--- src/hw/rtl/sacr_pkg.sv ---
`default_nettype none

package sacr_pkg;

    localparam int RAW_W = 8;
    localparam int MAG_W = 8;
    localparam int AXIS_W = 7;
    localparam int FACTOR_W = 5;
    localparam int PROD_W = MAG_W + FACTOR_W;
    localparam int BOOST_W = 2 * AXIS_W;

    localparam logic [2:0] REG_X_ORIGIN = 3'd0;
    localparam logic [2:0] REG_Y_ORIGIN = 3'd1;
    localparam logic [2:0] REG_WIDE_MODE = 3'd2;
    localparam logic [2:0] REG_LEGACY_MODE = 3'd3;
    localparam logic [2:0] REG_DEADZONE_ON = 3'd4;

    localparam logic [MAG_W-1:0] DEADZONE_SIZE = 8'd12;
    localparam logic [MAG_W-1:0] AXIS_LIMIT = 8'd127;
    localparam logic [MAG_W-1:0] LIMIT_NEW = 8'd80;
    localparam logic [MAG_W-1:0] LIMIT_OLD = 8'd127;

    // mult / 32000 reduced to k / 32
    localparam logic [FACTOR_W-1:0] FACTOR_NEW = 5'd26;
    localparam logic [FACTOR_W-1:0] FACTOR_OLD = 5'd25;
    localparam logic [FACTOR_W-1:0] FACTOR_DZ_NEW = 5'd30;
    localparam logic [FACTOR_W-1:0] FACTOR_DZ_OLD = 5'd29;

    typedef struct packed {
        logic wide;
        logic legacy;
        logic deadzone;
    } cfg_t;

endpackage

`default_nettype wire

--- src/hw/rtl/sacr_axis.sv ---
`default_nettype none

module sacr_axis (
    input  wire logic                            clk,
    input  wire sacr_pkg::cfg_t                  cfg,
    input  wire logic [sacr_pkg::RAW_W-1:0]      raw,
    input  wire logic signed [sacr_pkg::RAW_W-1:0] origin,
    output logic [sacr_pkg::AXIS_W-1:0]          mag,
    output logic                                 neg
);

    logic signed [sacr_pkg::RAW_W:0] diff;
    logic [sacr_pkg::RAW_W:0]        diff_neg;
    logic [sacr_pkg::MAG_W-1:0]      abs_val;
    logic [sacr_pkg::MAG_W-1:0]      mag1_next;
    logic [sacr_pkg::MAG_W-1:0]      mag1_reg;
    logic                            neg1_reg;
    logic [sacr_pkg::FACTOR_W-1:0]   factor;
    logic [sacr_pkg::PROD_W-1:0]     prod;
    logic [sacr_pkg::MAG_W-1:0]      scaled;
    logic [sacr_pkg::AXIS_W-1:0]     mag2_next;
    logic [sacr_pkg::AXIS_W-1:0]     mag2_reg;
    logic                            neg2_reg;

    // flip offset binary to signed, subtract origin, apply dead zone
    always_comb
    begin
        diff = {~raw[sacr_pkg::RAW_W-1], ~raw[sacr_pkg::RAW_W-1], raw[sacr_pkg::RAW_W-2:0]}
               - {origin[sacr_pkg::RAW_W-1], origin};
        diff_neg = -diff;
        abs_val = diff[sacr_pkg::RAW_W] ? diff_neg[sacr_pkg::MAG_W-1:0]
                                        : diff[sacr_pkg::MAG_W-1:0];
        mag1_next = abs_val;
        if (cfg.deadzone)
        begin
            if (abs_val < sacr_pkg::DEADZONE_SIZE)
                mag1_next = '0;
            else
                mag1_next = abs_val - sacr_pkg::DEADZONE_SIZE;
        end
    end

    always_ff @(posedge clk)
    begin
        mag1_reg <= mag1_next;
        neg1_reg <= diff[sacr_pkg::RAW_W];
    end

    // scale by k/32 on the magnitude (bypassed in wide mode), truncating toward zero, then clamp
    always_comb
    begin
        case ({cfg.legacy, cfg.deadzone})
            2'b00:   factor = sacr_pkg::FACTOR_NEW;
            2'b10:   factor = sacr_pkg::FACTOR_OLD;
            2'b01:   factor = sacr_pkg::FACTOR_DZ_NEW;
            2'b11:   factor = sacr_pkg::FACTOR_DZ_OLD;
            default: factor = sacr_pkg::FACTOR_NEW;
        endcase
        prod = sacr_pkg::PROD_W'(mag1_reg) * sacr_pkg::PROD_W'(factor);
        scaled = cfg.wide ? mag1_reg : prod[sacr_pkg::PROD_W-1:sacr_pkg::FACTOR_W];
        if (scaled > sacr_pkg::AXIS_LIMIT)
            mag2_next = sacr_pkg::AXIS_LIMIT[sacr_pkg::AXIS_W-1:0];
        else
            mag2_next = scaled[sacr_pkg::AXIS_W-1:0];
    end

    always_ff @(posedge clk)
    begin
        mag2_reg <= mag2_next;
        neg2_reg <= neg1_reg;
    end

    assign mag = mag2_reg;
    assign neg = neg2_reg;

endmodule

`default_nettype wire

--- src/hw/rtl/sacr_boost.sv ---
`default_nettype none

module sacr_boost (
    input  wire logic                              clk,
    input  wire sacr_pkg::cfg_t                    cfg,
    input  wire logic [sacr_pkg::AXIS_W-1:0]       mag,
    input  wire logic                              neg,
    input  wire logic [sacr_pkg::AXIS_W-1:0]       other_mag,
    output logic signed [sacr_pkg::MAG_W-1:0]      out_val
);

    logic [sacr_pkg::BOOST_W-1:0]  prod;
    logic [sacr_pkg::MAG_W-1:0]    quot;
    logic [sacr_pkg::MAG_W-1:0]    sum;
    logic [sacr_pkg::MAG_W-1:0]    lim;
    logic [sacr_pkg::MAG_W-1:0]    res_mag;
    logic [sacr_pkg::MAG_W-1:0]    out_next;
    logic [sacr_pkg::MAG_W-1:0]    out_reg;

    // boost the magnitude by mag * |other| / L, clamp to the mode limit; wide mode passes it unchanged
    always_comb
    begin
        prod = sacr_pkg::BOOST_W'(mag) * sacr_pkg::BOOST_W'(other_mag);
        if (cfg.legacy)
        begin
            quot = sacr_pkg::MAG_W'(prod[sacr_pkg::BOOST_W-1:9]);
            lim = sacr_pkg::LIMIT_OLD;
        end
        else
        begin
            quot = sacr_pkg::MAG_W'(prod[sacr_pkg::BOOST_W-1:8]);
            lim = sacr_pkg::LIMIT_NEW;
        end
        sum = sacr_pkg::MAG_W'(mag) + quot;
        if (cfg.wide)
            res_mag = sacr_pkg::MAG_W'(mag);
        else if (sum > lim)
            res_mag = lim;
        else
            res_mag = sum;
        out_next = neg ? -res_mag : res_mag;
    end

    always_ff @(posedge clk)
    begin
        out_reg <= out_next;
    end

    assign out_val = out_reg;

endmodule

`default_nettype wire

--- src/hw/rtl/stick_axis_calibrate_and_reshape_top.sv ---
// Converts one raw offset-binary X/Y stick sample pair per transfer into signed
// axis values in -127..127. A sample is taken on every clock edge with start high
// (busy is always low), and its result passes the stages below and appears
// on out_x/out_y for one cycle, marked by done; results cannot be held off, so
// capture them when done is high. Throughput is one sample per cycle, set by a
// three-stage pipeline: origin and dead zone, scaling and clamp, cross-axis boost.
// Write configuration registers (0 x_origin, 1 y_origin, 2 wide_mode,
// 3 legacy_mode, 4 deadzone_on) through the cfg port only while no sample is in
// flight; writes to other indexes are ignored.
`default_nettype none

module stick_axis_calibrate_and_reshape_top (
    input  wire logic                              clk,
    input  wire logic                              rst_n,
    input  wire logic                              start,
    output logic                                   busy,
    input  wire logic [sacr_pkg::RAW_W-1:0]        raw_x,
    input  wire logic [sacr_pkg::RAW_W-1:0]        raw_y,
    output logic                                   done,
    output logic signed [sacr_pkg::MAG_W-1:0]      out_x,
    output logic signed [sacr_pkg::MAG_W-1:0]      out_y,
    input  wire logic                              cfg_valid,
    output logic                                   cfg_ready,
    input  wire logic [2:0]                        cfg_index,
    input  wire logic [sacr_pkg::RAW_W-1:0]        cfg_data
);

    logic signed [sacr_pkg::RAW_W-1:0] x_origin_reg;
    logic signed [sacr_pkg::RAW_W-1:0] y_origin_reg;
    sacr_pkg::cfg_t                    cfg_reg;
    logic [2:0]                        valid_reg;
    logic [2:0]                        valid_next;
    logic [sacr_pkg::AXIS_W-1:0]       mag_x;
    logic [sacr_pkg::AXIS_W-1:0]       mag_y;
    logic                              neg_x;
    logic                              neg_y;

    assign busy = 1'b0;
    assign cfg_ready = 1'b1;

    always_ff @(posedge clk or negedge rst_n)
    begin
        if (!rst_n)
        begin
            x_origin_reg <= '0;
            y_origin_reg <= '0;
            cfg_reg <= '0;
        end
        else if (cfg_valid && cfg_ready)
        begin
            case (cfg_index)
                sacr_pkg::REG_X_ORIGIN:    x_origin_reg <= cfg_data;
                sacr_pkg::REG_Y_ORIGIN:    y_origin_reg <= cfg_data;
                sacr_pkg::REG_WIDE_MODE:   cfg_reg.wide <= cfg_data[0];
                sacr_pkg::REG_LEGACY_MODE: cfg_reg.legacy <= cfg_data[0];
                sacr_pkg::REG_DEADZONE_ON: cfg_reg.deadzone <= cfg_data[0];
                default:                   ;
            endcase
        end
    end

    // advance the valid bits alongside the data stages
    assign valid_next = {valid_reg[1:0], start && !busy};

    always_ff @(posedge clk or negedge rst_n)
    begin
        if (!rst_n)
            valid_reg <= '0;
        else
            valid_reg <= valid_next;
    end

    sacr_axis u_axis_x (
        .clk    (clk),
        .cfg    (cfg_reg),
        .raw    (raw_x),
        .origin (x_origin_reg),
        .mag    (mag_x),
        .neg    (neg_x)
    );

    sacr_axis u_axis_y (
        .clk    (clk),
        .cfg    (cfg_reg),
        .raw    (raw_y),
        .origin (y_origin_reg),
        .mag    (mag_y),
        .neg    (neg_y)
    );

    sacr_boost u_boost_x (
        .clk       (clk),
        .cfg       (cfg_reg),
        .mag       (mag_x),
        .neg       (neg_x),
        .other_mag (mag_y),
        .out_val   (out_x)
    );

    sacr_boost u_boost_y (
        .clk       (clk),
        .cfg       (cfg_reg),
        .mag       (mag_y),
        .neg       (neg_y),
        .other_mag (mag_x),
        .out_val   (out_y)
    );

    assign done = valid_reg[2];

    a_latency: assert property (@(posedge clk) disable iff (!rst_n)
        start && !busy |-> ##3 done)
        else $error("accepted sample did not complete after three cycles");

    a_no_spurious: assert property (@(posedge clk) disable iff (!rst_n)
        done |-> $past(valid_reg[1]) && $past(valid_reg[0], 2))
        else $error("result strobe without a sample in flight");

    a_range: assert property (@(posedge clk) disable iff (!rst_n)
        done |-> out_x != 8'sh80 && out_y != 8'sh80)
        else $error("result outside symmetric range");

endmodule

`default_nettype wire

--- config.mk ---
export PLATFORM = sky130hd
export DESIGN_NAME = stick_axis_calibrate_and_reshape_top
export DESIGN_NICKNAME = d
export VERILOG_FILES = /design/src/hw/rtl/sacr_pkg.sv /design/src/hw/rtl/sacr_axis.sv /design/src/hw/rtl/sacr_boost.sv /design/src/hw/rtl/stick_axis_calibrate_and_reshape_top.sv
export SDC_FILE = /design/constraint.sdc
export NUM_CORES = 1
export LEC_CHECK = 0
export BUFFER_PORTS_ARGS = -buffer_cell sky130_fd_sc_hd__buf_2
export CORE_AREA = 2 2 157 159
export CTS_CLUSTER_DIAMETER = 100
export DETAILED_ROUTE_END_ITERATION = 10
export DIE_AREA = 0 0 159 161
export GPL_TIMING_DRIVEN = 0
export HOLD_SLACK_MARGIN = 0.05
export PLACE_DENSITY = 0.54
export SKIP_CTS_REPAIR_TIMING = 1
export SYNTH_ARGS = -nofsm -noshare
export SYNTH_HDL_FRONTEND = slang
export SYNTH_SLANG_ARGS = --single-unit
--- constraint.sdc ---
create_clock -name clk -period 10.5 [get_ports clk]
set_input_delay 1.05 -clock clk [delete_from_list [all_inputs] [get_ports clk]]
set_output_delay 1.05 -clock clk [all_outputs]
set_load 0.1 [all_outputs]
==> results of run 1 <==
## worst min-delay path by stage
stage	end	slack, ns	cells after the start
2_1_floorplan	u_axis_x.neg	0.31	0
3_3_place_gp	u_axis_x.neg	0.31	0
3_5_place_dp	u_axis_x.neg	0.31	0
4_1_cts	u_axis_x.neg	0.33	0
5_1_grt	u_axis_x.neg	0.33	0
6_report	u_axis_x.neg	0.33	0
## cell usage after synthesis, types with 3 or more instances
cell type / number
a211oi_1: 6
xnor2_1: 32
o21a_1: 15
mux2i_1: 10
clkbuf_1: 14
o31a_1: 4
ha_1: 118
and2_1: 63
a211oi_2: 3
fa_1: 59
dfxtp_1: 50
nor3_1: 19
a21o_1: 3
inv_1: 101
a31oi_1: 6
o22a_1: 3
nand2b_1: 13
o22ai_1: 5
or3_1: 8
xor2_1: 22
nor2_1: 61
nor2b_1: 19
a21oi_2: 4
o21bai_1: 4
nand2_1: 61
dfrtp_1: 22
buf_4: 3
a21oi_1: 31
nand3_1: 12
nor4_1: 3
o211ai_1: 4
o21ai_0: 40
or4_1: 4
o32a_1: 12
mux2_2: 6
nor3b_1: 3
a31o_2: 4
o21ai_1: 6
## layer usage
layer	part of all wire, %	up-vias
met1	47	2965
met3	3.9	25
li1	-	3241
met4	2.2	2
met5	0.072	-
met2	47	83
## cell families after synthesis
group                      Yosys count  share of synthesized area [%]
other                                2                         0.0915
AOI/OAI and AO/OA                  180                           16.1
and+or+nand+nor                    289                           18.4
adders and majority gates          177                           32.4
xor gates and xnor gates            55                           5.96
DFF                                 72                           18.9
muxes                               18                           2.50
buffers and inverters              121                           5.67
## per-stage QoR
| stage | worst slack (ns) | hold WS [ns] | instances | area (um^2) | util, % |
|---|---|---|---|---|---|
| finish | 1.57 | 0.327 | 1302 | 9150 | 38.2 |
| detailed placement | 1.57 | 0.313 | 1285 | 8850 | 36.9 |
| floorplan | 2.77 | 0.310 | 914 | 8210 | - |
| global route | 0.776 | 0.330 | 1302 | 9150 | 38.2 |
| global placement | 1.63 | 0.314 | 1285 | 8850 | 36.9 |
| CTS | 1.52 | 0.327 | 1301 | 9150 | 38.2 |
## worst reg2reg max path, delay by kind of cell, from the launching register on
kind            cells  cell delay (ns)
compound gates     10             2.09
xor+xnor            2             0.41
fa+ha+maj           8             3.20
buf+inv             7             0.70
flops               1             0.36
mux                 1             0.36
simple gates        8             1.71
## cell type report
cell class              count  share of cell area (%)
multi-input cells         721                    67.7
flip-flops and latches     72                    17.0
clock inverters             7                   0.779
clock buffers               9                    2.46
plain buffers              18                   0.861
diodes                      1                  0.0273
well taps                 324                    4.43
inverters                 103                    4.23
repair buffers             47                    2.57
==> impl_metrics.csv, run 1 <==
group,metric,value,unit
floorplan,die_w,159,um
timing,min_period,8.93,ns
logic_synthesis,synth_nets,1122,
place,gp_congestion,0.782,
drt,via_per_inst,4.85,
drt,vias,6316,
global_route,grtUsageMet1,18.7,%
logic_synthesis,ys_ff_latch,72,
finish,syn2layout_area_growth,11.4,%
timing,finClkSkew,0.00716,ns
critical_path,critPathCaptureType,"flop",
cts,ctsHtreeMaxLevel,3,
floorplan,core_area,24000,um^2
place,io_buffer_count,47,
critical_path,path_depth,36,
logic_synthesis,synthFlopType,"dfxtp_1",
cts,clock-sinks,72,
global_route,grt_start_max_net_pins,23,
floorplan,initial_utilization,34.3,%
logic_synthesis,synth_top_cell_area_share,18.0,%
logic_synthesis,ys_seq_area_share,18.9,%
timing,slew_headroom,34.1,%
critical_path,worst-endpoint-required,10.73,ns
drt,firstDrtPassIters,4,
finish,layout_commonest_cell,"ha_1",
logic_synthesis,synth_area,8210,um^2
critical_path,endpoint,"u_boost_x.out_val[6]",
timing,setup_viol_count_final,0,
critical_path,r2r_slack,1.57,ns
min_path,hold_path_class,"reg -> reg",
critical_path,crit_arrival,9.16,ns
finish,nets,1180,
status,status,"finished clean",
logic_synthesis,synthArstFlopShare,30.6,%
logic_synthesis,synth_area_per_cell,8.98,um^2
critical_path,crit_type,"reg -> reg",
critical_path,crit_path_frequent_cell,"inv_1",
cts,cts_buffer_depth,2,
global_route,grt_pass1_vias,6652,
place,hpwlAfterDp,14800,um
min_path,worstHoldStart,"u_axis_x.neg1_reg",
timing,rsz0062_at_grt,"false",
logic_synthesis,synth_cells,914,
critical_path,r2r_start,"u_axis_x.mag[6]",
cts,cts.reportedPaths.clkPinSlew,0.06,ns
critical_path,max_stage_delay,0.56,ns
floorplan,row_count,57,
flow_run,cap_violations,0,
drt,drtAntennaViolNets,0,
critical_path,cp_top_family,"adder cells",
timing,worst_slew_pin_slew,0.975,ns
global_route,grt_most_used_layer,"met2",
critical_path,critPathBufInv,7,
critical_path,reg2reg_depth,36,
global_route,grt_use_total,15.1,%
timing,slew_viol_final,0,
critical_path,path_max_fanout,10,
finish,seq_area,1550,um^2
global_route,grt_antenna_before_repair,2,
timing,fmax,112,MHz
global_route,globalRouteMet2Util,26.1,%
drt,drc,0,
logic_synthesis,yosys-top-cells-area,"ha_1 18%, fa_1 14%, dfxtp_1 12%, dfrtp_1 6.7%, and2_1 4.8%",
floorplan,die_area,25600,um^2
finish,multi_input_area,6190,um^2
logic_synthesis,synth.largest_area_cell,"ha_1",
timing,hold_violations,0,
logic_synthesis,ys_types,83,
critical_path,r2r_end,"u_boost_x.out_val[6]",
timing,post-route-period-util,85.0,%
drt,drtIter0Drc,265,
cts,cts-buffers-inserted,9,
drt,wire_per_inst,13.9,um
floorplan,fp.dieH,161,um
logic_synthesis,synth_warnings,0,
cts,clk_latency,0.34,ns
critical_path,startpoint,"u_axis_x.mag[6]",
floorplan,pin_count,50,
cts,cts_tree,"done",
timing,tns,0,ns
drt,wl,18000,um
finish,layout_common_cells,"118 x ha_1, 101 x inv_1, 63 x and2_1",
global_route,use_met3,3.44,%
global_route,grt_overflow,0,
global_route,grt_pass1_wl,31700,um
logic_synthesis,synth_edf_count,0,
cts,root_buffer,"clkbuf_16",
finish,drive_gt1_share,10.5,%
critical_path,cp-start-kind,"flop",
critical_path,slowest_stage,"fa_1",
finish,fillers,2477,
Power of run 1 is left out: the tool's default activity adds up to more than one toggle a clock period on the data nets, which glitch-free logic cannot reach.
==> run 2, diff against run 1 <==
Settings changed: CORE_AREA 2 2 157 159 to 2 2 176 178, DIE_AREA 0 0 159 161 to 0 0 178 180, SYNTH_HIERARCHICAL from default to 1.
==> impl_metrics.csv, run 2 <==
group,metric,value,unit
timing,post-route-period-util,80.6,%
finish,syn2layout_area_growth,9.96,%
drt,firstDrtPassIters,5,
drt,wire_per_inst,14.2,um
global_route,grt_antenna_before_repair,1,
global_route,grt_overflow,0,
timing,min_period,8.47,ns
min_path,hold_path_class,"reg -> reg",
finish,drive_gt1_share,11.8,%
cts,cts.reportedPaths.clkPinSlew,0.06,ns
cts,cts_buffer_depth,2,
finish,fillers,3082,
logic_synthesis,synth_top_family_by_area,"adder cells",
finish,antenna_cells,0,
critical_path,slowest_stage,"dfxtp_1",
floorplan,row_count,64,
floorplan,core_area,30200,um^2
cts,cts_tree,"done",
flow_run,cap_violations,0,
logic_synthesis,synth-xor-area-share,5.64,%
finish,final_area,11400,um^2
floorplan,pin_count,50,
global_route,grt_pass1_vias,8390,
logic_synthesis,synth_cells,1165,
place,dpl-instance-area,11100,um^2
logic_synthesis,ys_seq_area_share,14.9,%
global_route,grt_start_max_net_pins,23,
cts,clk_latency,0.34,ns
timing,tns,0,ns
drt,vias,8108,
critical_path,crit_arrival,8.68,ns
critical_path,cp-start-kind,"flop",
place,io_buffer_count,47,
logic_synthesis,yosys-mux-area-fraction,3.22,%
logic_synthesis,synth-simple-area-share,19.5,%
logic_synthesis,synthFlopType,"dfxtp_1",
drt,drtIter0Drc,284,
finish,layout_common_cells,"162 x inv_1, 148 x ha_1, 93 x and2_1",
drt,wl,23000,um
logic_synthesis,synth_area_per_cell,8.93,um^2
cts,ctsHtreeMaxLevel,3,
cts,cts-buffers-inserted,9,
place,hpwlAfterDp,18300,um
drt,drc,0,
critical_path,path_max_fanout,16,
logic_synthesis,ys_top_cells_by_count,"162 x inv_1, 148 x ha_1, 93 x and2_1",
timing,worst_slew_pin_slew,0.969,ns
floorplan,fp.dieH,180,um
critical_path,critPathCaptureType,"flop",
timing,fmax,118,MHz
timing,hold_violations,0,
timing,finClkSkew,0.00799,ns
logic_synthesis,synth_most_common_cell,"inv_1",
critical_path,max_stage_delay,0.82,ns
logic_synthesis,ys_types,112,
timing,rsz0062_at_grt,"false",
timing,slew_headroom,35.4,%
critical_path,crit_type,"reg -> reg",
logic_synthesis,synth_top_cell_area_share,17.8,%
floorplan,die_area,32000,um^2
finish,layout_commonest_cell,"inv_1",
timing,hold-worst-slack,0.327,ns
logic_synthesis,ys_ff_latch,72,
logic_synthesis,synthAdderAreaFrac,33.6,%
logic_synthesis,yosys-top-cells-area,"ha_1 18%, fa_1 16%, dfxtp_1 9.6%, inv_1 5.8%, and2_1 5.6%",
timing,slew_viol_final,0,
logic_synthesis,synth_nets,1426,
floorplan,die_w,178,um
drt,via_per_inst,4.99,
status,status,"finished clean",
logic_synthesis,synth_area,10400,um^2
logic_synthesis,synth_compound_area_share,15.8,%
logic_synthesis,synth_edf_count,0,
logic_synthesis,synthArstFlopShare,30.6,%
floorplan,initial_utilization,34.5,%
cts,clock-sinks,72,
global_route,grt_pass1_wl,40200,um
global_route,grt_use_total,15.2,%
logic_synthesis,synth_warnings,6,
logic_synthesis,synth.largest_area_cell,"ha_1",
finish,nets,1484,
critical_path,worst-endpoint-required,10.72,ns
cts,root_buffer,"clkbuf_16",
place,gp_congestion,0.797,
timing,setup_viol_count_final,0,
drt,drtAntennaViolNets,0,
==> run 2: cells by family (layout without fill, tap and decap cells) <==
kind of cell / count (synthesis) / count (layout)
AO/OA/AOI/OAI: 218 / 218
flip-flops: 72 / 72
buffers and inverters: 186 / 249
adder cells (fa/ha/maj): 230 / 230
multiplexers: 30 / 30
XOR/XNOR: 64 / 64
other: 2 / 2
AND/OR/NAND/NOR: 363 / 363
==> run 2: through the flow <==
stage	cells	setup slack [ns]	utilization (%)
finish	1624	2.03	37.9
global route	1624	1.36	37.9
CTS	1624	2.02	37.9
detailed placement	1608	2.05	36.9
global placement	1608	2.10	36.9
floorplan	1165	3.07	-
==> run 2: final timing paths <==
path	endpoint	depth (start not counted)	start	slack (ns)
worst max register to register	u_boost_y/out_val[4]	31	u_axis_y/mag[1]	2.03
worst max-delay path	u_boost_y/out_val[4]	31	u_axis_y/mag[1]	2.03
max in group asynchronous	cfg_reg[2]	1	rst_n	9.48
worst min-delay path	u_axis_y/neg	0	u_axis_y/neg1_reg	0.33
worst min register to register	u_axis_y/neg	0	u_axis_y/neg1_reg	0.33
min in group asynchronous	x_origin_reg[7]	1	rst_n	0.68
==> run 2: final cells by class <==
type / count / area [um^2] / area share [%]
plain buffers: 21 / 140 / 1.23
clock buffers: 12 / 236 / 2.07
clock inverters: 4 / 68.8 / 0.602
inverters: 165 / 619 / 5.41
multi-input cells: 907 / 8090 / 70.7
flip-flops and latches: 72 / 1550 / 13.6
well taps: 396 / 495 / 4.33
repair buffers: 47 / 235 / 2.06
==> run 2: worst max-delay path, delay by kind of cell (launching register included) <==
| kind | cells | cell delay (ns) |
|---|---|---|
| AO/OA/AOI/OAI | 11 | 2.50 |
| XOR/XNOR | 1 | 0.14 |
| adder cells (fa/ha/maj) | 8 | 3.28 |
| buffers and inverters | 3 | 0.15 |
| flip-flops | 1 | 0.82 |
| multiplexers | 1 | 0.33 |
| AND/OR/NAND/NOR | 7 | 1.10 |
==> run 2: layer usage <==
layer  part of all wire [%]  global-route usage [%]
met3                    4.6                    3.07
met2                     47                    25.8
met1                     47                    20.3
met4                   0.64                    2.46
met5                  0.057                       0
Power of run 2 is left out for the same reason.
